===== src/hw/rtl/imh_pkg.sv =====
// Package for the indexed min-heap: entry layout, operation and status codes,
// controller states, and the command and status structs between controller and datapath.
// No dependencies.
package imh_pkg;

  localparam int unsigned DefCapacity = 256;
  localparam int unsigned DefIdCount  = 256;

  typedef enum logic [2:0] {
    OP_PUSH   = 3'd0,
    OP_POP    = 3'd1,
    OP_ADD    = 3'd2,
    OP_FLAG   = 3'd3,
    OP_WEIGHT = 3'd4
  } opcode_e;

  typedef enum logic [2:0] {
    ST_OK        = 3'd0,
    ST_EMPTY     = 3'd1,
    ST_NOT_FOUND = 3'd2,
    ST_FULL      = 3'd3,
    ST_DUP       = 3'd4
  } status_e;

  typedef struct packed {
    logic [7:0]  id;
    logic [15:0] freq;
    logic        flag;
    logic [15:0] weight;
  } entry_t;

  typedef enum logic [2:0] {
    RD_ZERO,
    RD_LAST,
    RD_PARENT,
    RD_LEFT,
    RD_RIGHT,
    RD_SLOT
  } rd_sel_e;

  typedef enum logic [3:0] {
    S_IDLE,
    S_DECODE,
    S_POP_RD,
    S_POP_LAST,
    S_UPD_SLOT,
    S_UPD_RD,
    S_UP_RD,
    S_UP_CMP,
    S_DN_L,
    S_DN_R,
    S_DN_CMP,
    S_DN_DEC,
    S_WRITE,
    S_TOP,
    S_TOP_RD,
    S_DONE
  } state_e;

  typedef struct packed {
    logic    ld_in;
    logic    push_init;
    logic    pop_take;
    logic    pop_last_ld;
    logic    upd_pos_ld;
    logic    upd_e_ld;
    logic    up_move;
    logic    dn_left_ld;
    logic    dn_right_cmp;
    logic    dn_move;
    logic    e_write;
    logic    top_ld;
    logic    out_ld;
    logic    set_status;
    status_e status;
    logic    heap_rd;
    rd_sel_e rd_sel;
    logic    slot_rd;
  } ctrl_cmd_t;

  typedef struct packed {
    opcode_e op;
    logic    id_ok;
    logic    held;
    logic    cnt_zero;
    logic    cnt_full;
    logic    cnt_one;
    logic    pos_zero;
    logic    left_ok;
    logic    right_ok;
    logic    up_ahead;
    logic    child_better;
    logic    dir_up;
    logic    dir_down;
    logic    have_report;
    logic    out_busy;
  } dp_stat_t;

  // True when a ranks ahead of b: lower frequency, then flag set, then lower weight.
  function automatic logic ranks_ahead(entry_t a, entry_t b);
    logic r;
    if (a.freq != b.freq) begin
      r = a.freq < b.freq;
    end else if (a.flag != b.flag) begin
      r = a.flag;
    end else begin
      r = a.weight < b.weight;
    end
    return r;
  endfunction

endpackage


===== src/hw/rtl/imh_ctrl.sv =====
// Controller state machine of the indexed min-heap: sequences each operation and the sifts.
// Depends on imh_pkg.
module imh_ctrl (
  input  logic               clk_i,
  input  logic               rst_ni,
  input  logic               in_valid_i,
  output logic               in_ready_o,
  input  imh_pkg::dp_stat_t  stat_i,
  output imh_pkg::ctrl_cmd_t cmd_o
);
  import imh_pkg::*;

  state_e state_q, state_d;

  always_ff @(posedge clk_i or negedge rst_ni) begin
    if (!rst_ni) begin
      state_q <= S_IDLE;
    end else begin
      state_q <= state_d;
    end
  end

  assign in_ready_o = (state_q == S_IDLE);

  always_comb begin
    state_d = state_q;
    case (state_q)
      S_IDLE:     if (in_valid_i) state_d = S_DECODE;
      S_DECODE: begin
        case (stat_i.op)
          OP_PUSH: begin
            if (stat_i.id_ok && !stat_i.held && !stat_i.cnt_full) state_d = S_UP_RD;
            else state_d = S_TOP;
          end
          OP_POP:  state_d = stat_i.cnt_zero ? S_TOP : S_POP_RD;
          OP_ADD, OP_FLAG, OP_WEIGHT: state_d = stat_i.held ? S_UPD_SLOT : S_TOP;
          default: state_d = S_TOP;
        endcase
      end
      S_POP_RD:   state_d = stat_i.cnt_one ? S_TOP : S_POP_LAST;
      S_POP_LAST: state_d = S_DN_L;
      S_UPD_SLOT: state_d = S_UPD_RD;
      S_UPD_RD: begin
        if (stat_i.dir_up) state_d = S_UP_RD;
        else if (stat_i.dir_down) state_d = S_DN_L;
        else state_d = S_WRITE;
      end
      S_UP_RD:    state_d = stat_i.pos_zero ? S_WRITE : S_UP_CMP;
      S_UP_CMP:   state_d = stat_i.up_ahead ? S_UP_RD : S_WRITE;
      S_DN_L:     state_d = stat_i.left_ok ? S_DN_R : S_WRITE;
      S_DN_R:     state_d = stat_i.right_ok ? S_DN_CMP : S_DN_DEC;
      S_DN_CMP:   state_d = S_DN_DEC;
      S_DN_DEC:   state_d = stat_i.child_better ? S_DN_L : S_WRITE;
      S_WRITE:    state_d = S_TOP;
      S_TOP:      state_d = (stat_i.have_report || stat_i.cnt_zero) ? S_DONE : S_TOP_RD;
      S_TOP_RD:   state_d = S_DONE;
      S_DONE:     if (!stat_i.out_busy) state_d = S_IDLE;
      default:    state_d = S_IDLE;
    endcase
  end

  always_comb begin
    cmd_o        = '0;
    cmd_o.status = ST_OK;
    cmd_o.rd_sel = RD_ZERO;
    case (state_q)
      S_IDLE: cmd_o.ld_in = in_valid_i;
      S_DECODE: begin
        case (stat_i.op)
          OP_PUSH: begin
            if (!stat_i.id_ok) begin
              cmd_o.set_status = 1'b1;
              cmd_o.status     = ST_NOT_FOUND;
            end else if (stat_i.held) begin
              cmd_o.set_status = 1'b1;
              cmd_o.status     = ST_DUP;
            end else if (stat_i.cnt_full) begin
              cmd_o.set_status = 1'b1;
              cmd_o.status     = ST_FULL;
            end else begin
              cmd_o.push_init = 1'b1;
            end
          end
          OP_POP: begin
            if (stat_i.cnt_zero) begin
              cmd_o.set_status = 1'b1;
              cmd_o.status     = ST_EMPTY;
            end else begin
              cmd_o.heap_rd = 1'b1;
              cmd_o.rd_sel  = RD_ZERO;
            end
          end
          OP_ADD, OP_FLAG, OP_WEIGHT: begin
            if (!stat_i.held) begin
              cmd_o.set_status = 1'b1;
              cmd_o.status     = ST_NOT_FOUND;
            end else begin
              cmd_o.slot_rd = 1'b1;
            end
          end
          default: ;
        endcase
      end
      S_POP_RD: begin
        cmd_o.pop_take = 1'b1;
        cmd_o.heap_rd  = 1'b1;
        cmd_o.rd_sel   = RD_LAST;
      end
      S_POP_LAST: cmd_o.pop_last_ld = 1'b1;
      S_UPD_SLOT: begin
        cmd_o.upd_pos_ld = 1'b1;
        cmd_o.heap_rd    = 1'b1;
        cmd_o.rd_sel     = RD_SLOT;
      end
      S_UPD_RD: cmd_o.upd_e_ld = 1'b1;
      S_UP_RD: begin
        cmd_o.heap_rd = !stat_i.pos_zero;
        cmd_o.rd_sel  = RD_PARENT;
      end
      S_UP_CMP: cmd_o.up_move = stat_i.up_ahead;
      S_DN_L: begin
        cmd_o.heap_rd = stat_i.left_ok;
        cmd_o.rd_sel  = RD_LEFT;
      end
      S_DN_R: begin
        cmd_o.dn_left_ld = 1'b1;
        cmd_o.heap_rd    = stat_i.right_ok;
        cmd_o.rd_sel     = RD_RIGHT;
      end
      S_DN_CMP: cmd_o.dn_right_cmp = 1'b1;
      S_DN_DEC: cmd_o.dn_move = stat_i.child_better;
      S_WRITE:  cmd_o.e_write = 1'b1;
      S_TOP: begin
        cmd_o.heap_rd = !(stat_i.have_report || stat_i.cnt_zero);
        cmd_o.rd_sel  = RD_ZERO;
      end
      S_TOP_RD: cmd_o.top_ld = 1'b1;
      S_DONE:   cmd_o.out_ld = !stat_i.out_busy;
      default: ;
    endcase
  end

endmodule


===== config.mk =====
export PLATFORM = sky130hd
export DESIGN_NAME = imh_ctrl
export DESIGN_NICKNAME = d
export VERILOG_FILES = /design/src/hw/rtl/imh_pkg.sv /design/src/hw/rtl/imh_ctrl.sv
export SDC_FILE = /design/constraint.sdc
export NUM_CORES = 1
export LEC_CHECK = 0
export BUFFER_PORTS_ARGS = -buffer_cell sky130_fd_sc_hd__buf_2
export CORE_MARGIN = 5
export CORE_UTILIZATION = 47
export DETAILED_ROUTE_END_ITERATION = 8
export PLACE_DENSITY = 0.87
export SYNTH_ARGS = -nofsm -noshare
export SYNTH_HDL_FRONTEND = slang
export SYNTH_SLANG_ARGS = --single-unit

===== constraint.sdc =====
create_clock -name clk_i -period 3.5 [get_ports clk_i]
set_input_delay 0.7 -clock clk_i [delete_from_list [all_inputs] [get_ports clk_i]]
set_output_delay 0.7 -clock clk_i [all_outputs]
set_load 0.02 [all_outputs]

==> out/metrics.cfg <==
[routing]
wirelength_um = 2430
num_vias = 1028
drt_iter0_drc = 50
viasPerCell = 5.94
ant_nets = 0
drc = 0
dr.pass1.iters = 4
wl_per_cell_um = 14.1

[die]
die-area_um2 = 2530
ioPinCount = 43
rows = 14
die_h_um = 50.3
fp.dieW_um = 50.3
initial_core_util_pct = 50.2
coreArea_um2 = 1520

[clock_network]
cts_resized = 0
cts.path.max_buffers = 2
ctsRootBufferMaster = clkbuf_4
cts_sinks = 4
cts_tree = yes
cts_made_buffers = 3
clk_pin_slew_ns = 0.04
h-tree-depth = 1
ctsHoldBuffers = 0
postCtsSetupBuffers = 0
clock_latency_ns = 0.25

[pwr]
ir_drop_uv = 494
p_total_mw = 0.729
p_leak_nw = 0.476
p_per_area_nw_per_um2 = 747

[timing]
tns_ns = 0
max_freq_mhz = 358
hold_viol = 0
fin_crit_ns = 2.80
setup_viol = 0
slew_violations = 0
maxSlewHeadroom_pct = 56.5
worst_pin_slew_ns = 0.653
fin_skew_ns = 0.00233
rsz0062_at_grt = false
period_share_pct = 79.9

[yosys]
synth_cell_types = 39
dominantRegCellSynth = dfrtp_1
syn-num-nets = 141
async_flop_share_pct = 100
synth-seq-cells = 4
synth_area_per_cell_um2 = 6.32
synth_area_um2 = 764
yosysSeqAreaShare_pct = 13.1
yosysWarnings = 0
synth-edff-count = 0
synth_cells = 121

[run_status]
status = finished clean

[final_layout]
drive_gt1_share_pct = 31.2
finalNonFillerCells = 173
reg_top3 = state_q x4
largest_reg_flops = 4
fin_util_pct = 64.0
num_antenna_cells = 0
fin_nets = 179
area_growth_pct = 27.7
nFillCells = 152
largest-register = state_q

[critical_path]
rr_endpoint = state_q[0]
cp_max_fo = 9
regToRegSetupSlack_ns = 1.55
worstPathArrival_ns = 2.10
worstSetupPathType = input port to output port
crit_start = stat_i[16]
end_kind = output port
critPathCapture = cmd_o[4]
r2r_cells = 4
start_kind = input port
cp.required_ns = 2.80
r2r-start = state_q[1]

[global_route]
grt_pass1_wl_um = 4110
grt_max_degree = 24
grt_overflow = 0
grt_usage_pct = 20.4
grt_pass1_vias = 923
antenna_found_initial = 0

[placed_design]
dpl.hpwl_um = 1860
gp_congestion = 0.989
numPortBuffers = 42
dp.cells = 170

[hold_path]
hp-class = input port to asynchronous set/reset pin

[flow_run]
cap_violations = 0

[synth_stat cells, drive strengths merged (2+ instances only)]
cell type / number / area, um2
a21oi: 9 / 45.0
inv: 5 / 18.8
o211ai: 2 / 15.0
nor2b: 3 / 18.8
or3: 2 / 12.5
nand2b: 8 / 50.1
o21ai: 5 / 25.0
and3: 2 / 12.5
buf: 7 / 37.5
nand2: 9 / 33.8
dfrtp: 4 / 100
o21bai: 2 / 15.0
nand3: 7 / 35.0
o21a: 3 / 22.5
clkbuf: 3 / 11.3
nor2: 17 / 63.8
nor3: 11 / 55.1
a31oi: 3 / 18.8
[worst min-delay path by stage]
stage                      start    endpoint  slack, ns  cells past startpoint
after floorplan           rst_ni  state_q[0]       0.40                      0
after global placement    rst_ni  state_q[0]       0.50                      1
after detailed placement  rst_ni  state_q[0]       0.51                      1
after CTS                 rst_ni  state_q[0]       0.24                      1
after global routing      rst_ni  state_q[0]       0.24                      1
final                     rst_ni  state_q[0]       0.25                      1
[logic make-up (layout without fill, tap and decap cells)]
| kind of cell | count (synthesis) | after routing | synth area share (%) |
|---|---|---|---|
| DFF | 4 | 4 | 13.1 |
| xor gates and xnor gates | 1 | 1 | 1.15 |
| buffers and inverters | 15 | 51 | 8.84 |
| AOI/OAI and AO/OA | 31 | 31 | 27.2 |
| and+or+nand+nor | 69 | 69 | 48.4 |
| muxes | 1 | 1 | 1.31 |
[worst max-delay path: stages]
cell	delay, ns
buf_2	0.16
or4b_4	0.58
o21a_1	0.18
o32a_1	0.17
o21bai_1	0.13
buf_2	0.18
[final cells by class]
class,instances,area (um2),area share (%)
repair buffers,43,218,22.3
multi-input cells,102,597,61.2
flip-flops and latches,4,100,10.3
inverters,5,18.8,1.92
well taps,16,20.0,2.05
clock buffers,3,22.5,2.31
[per-stage QoR]
| step | setup WS, ns | instance area [um2] | hold WS (ns) |
|---|---|---|---|
| after detailed placement | 0.723 | 953 | 0.508 |
| after global routing | 0.520 | 976 | 0.235 |
| after CTS | 0.715 | 976 | 0.243 |
| after floorplan | 0.746 | 764 | 0.404 |
| final | 0.704 | 976 | 0.246 |
| after global placement | 0.736 | 953 | 0.503 |
[placed cells by master, fill, tap and decap left out, types with 2 or more instances in the layout]
cell      netlist  final
a21oi_1         9      9
o211ai_1        2      2
o21ai_0         5      5
o21bai_1        2      2
and3_1          2      2
nor3_1         11     11
nand2b_1        8      8
or3_1           2      2
nand3_1         7      7
clkbuf_4        0      3
a31oi_1         3      3
nor2_1         17     17
dfrtp_1         4      4
nor2b_1         3      3
inv_1           5      5
buf_2           3     42
o21a_1          3      3
nand2_1         9      9
[layer usage]
layer | track usage [%] | wire length (um) | vias to the layer above
met1 | 25.0 | 967 | 460
met3 | 6.80 | 241 | 4
met5 | 0 | 0 | -
li1 | - | - | 510
met2 | 32.0 | 1180 | 54
met4 | 9.36 | 43 | 0
[report_power, final]
part           switching, mW  internal [mW]
Sequential            0.0970         0.0705
Combinational          0.295          0.205
Clock                 0.0226         0.0386
(Power assumes the default switching activity.)
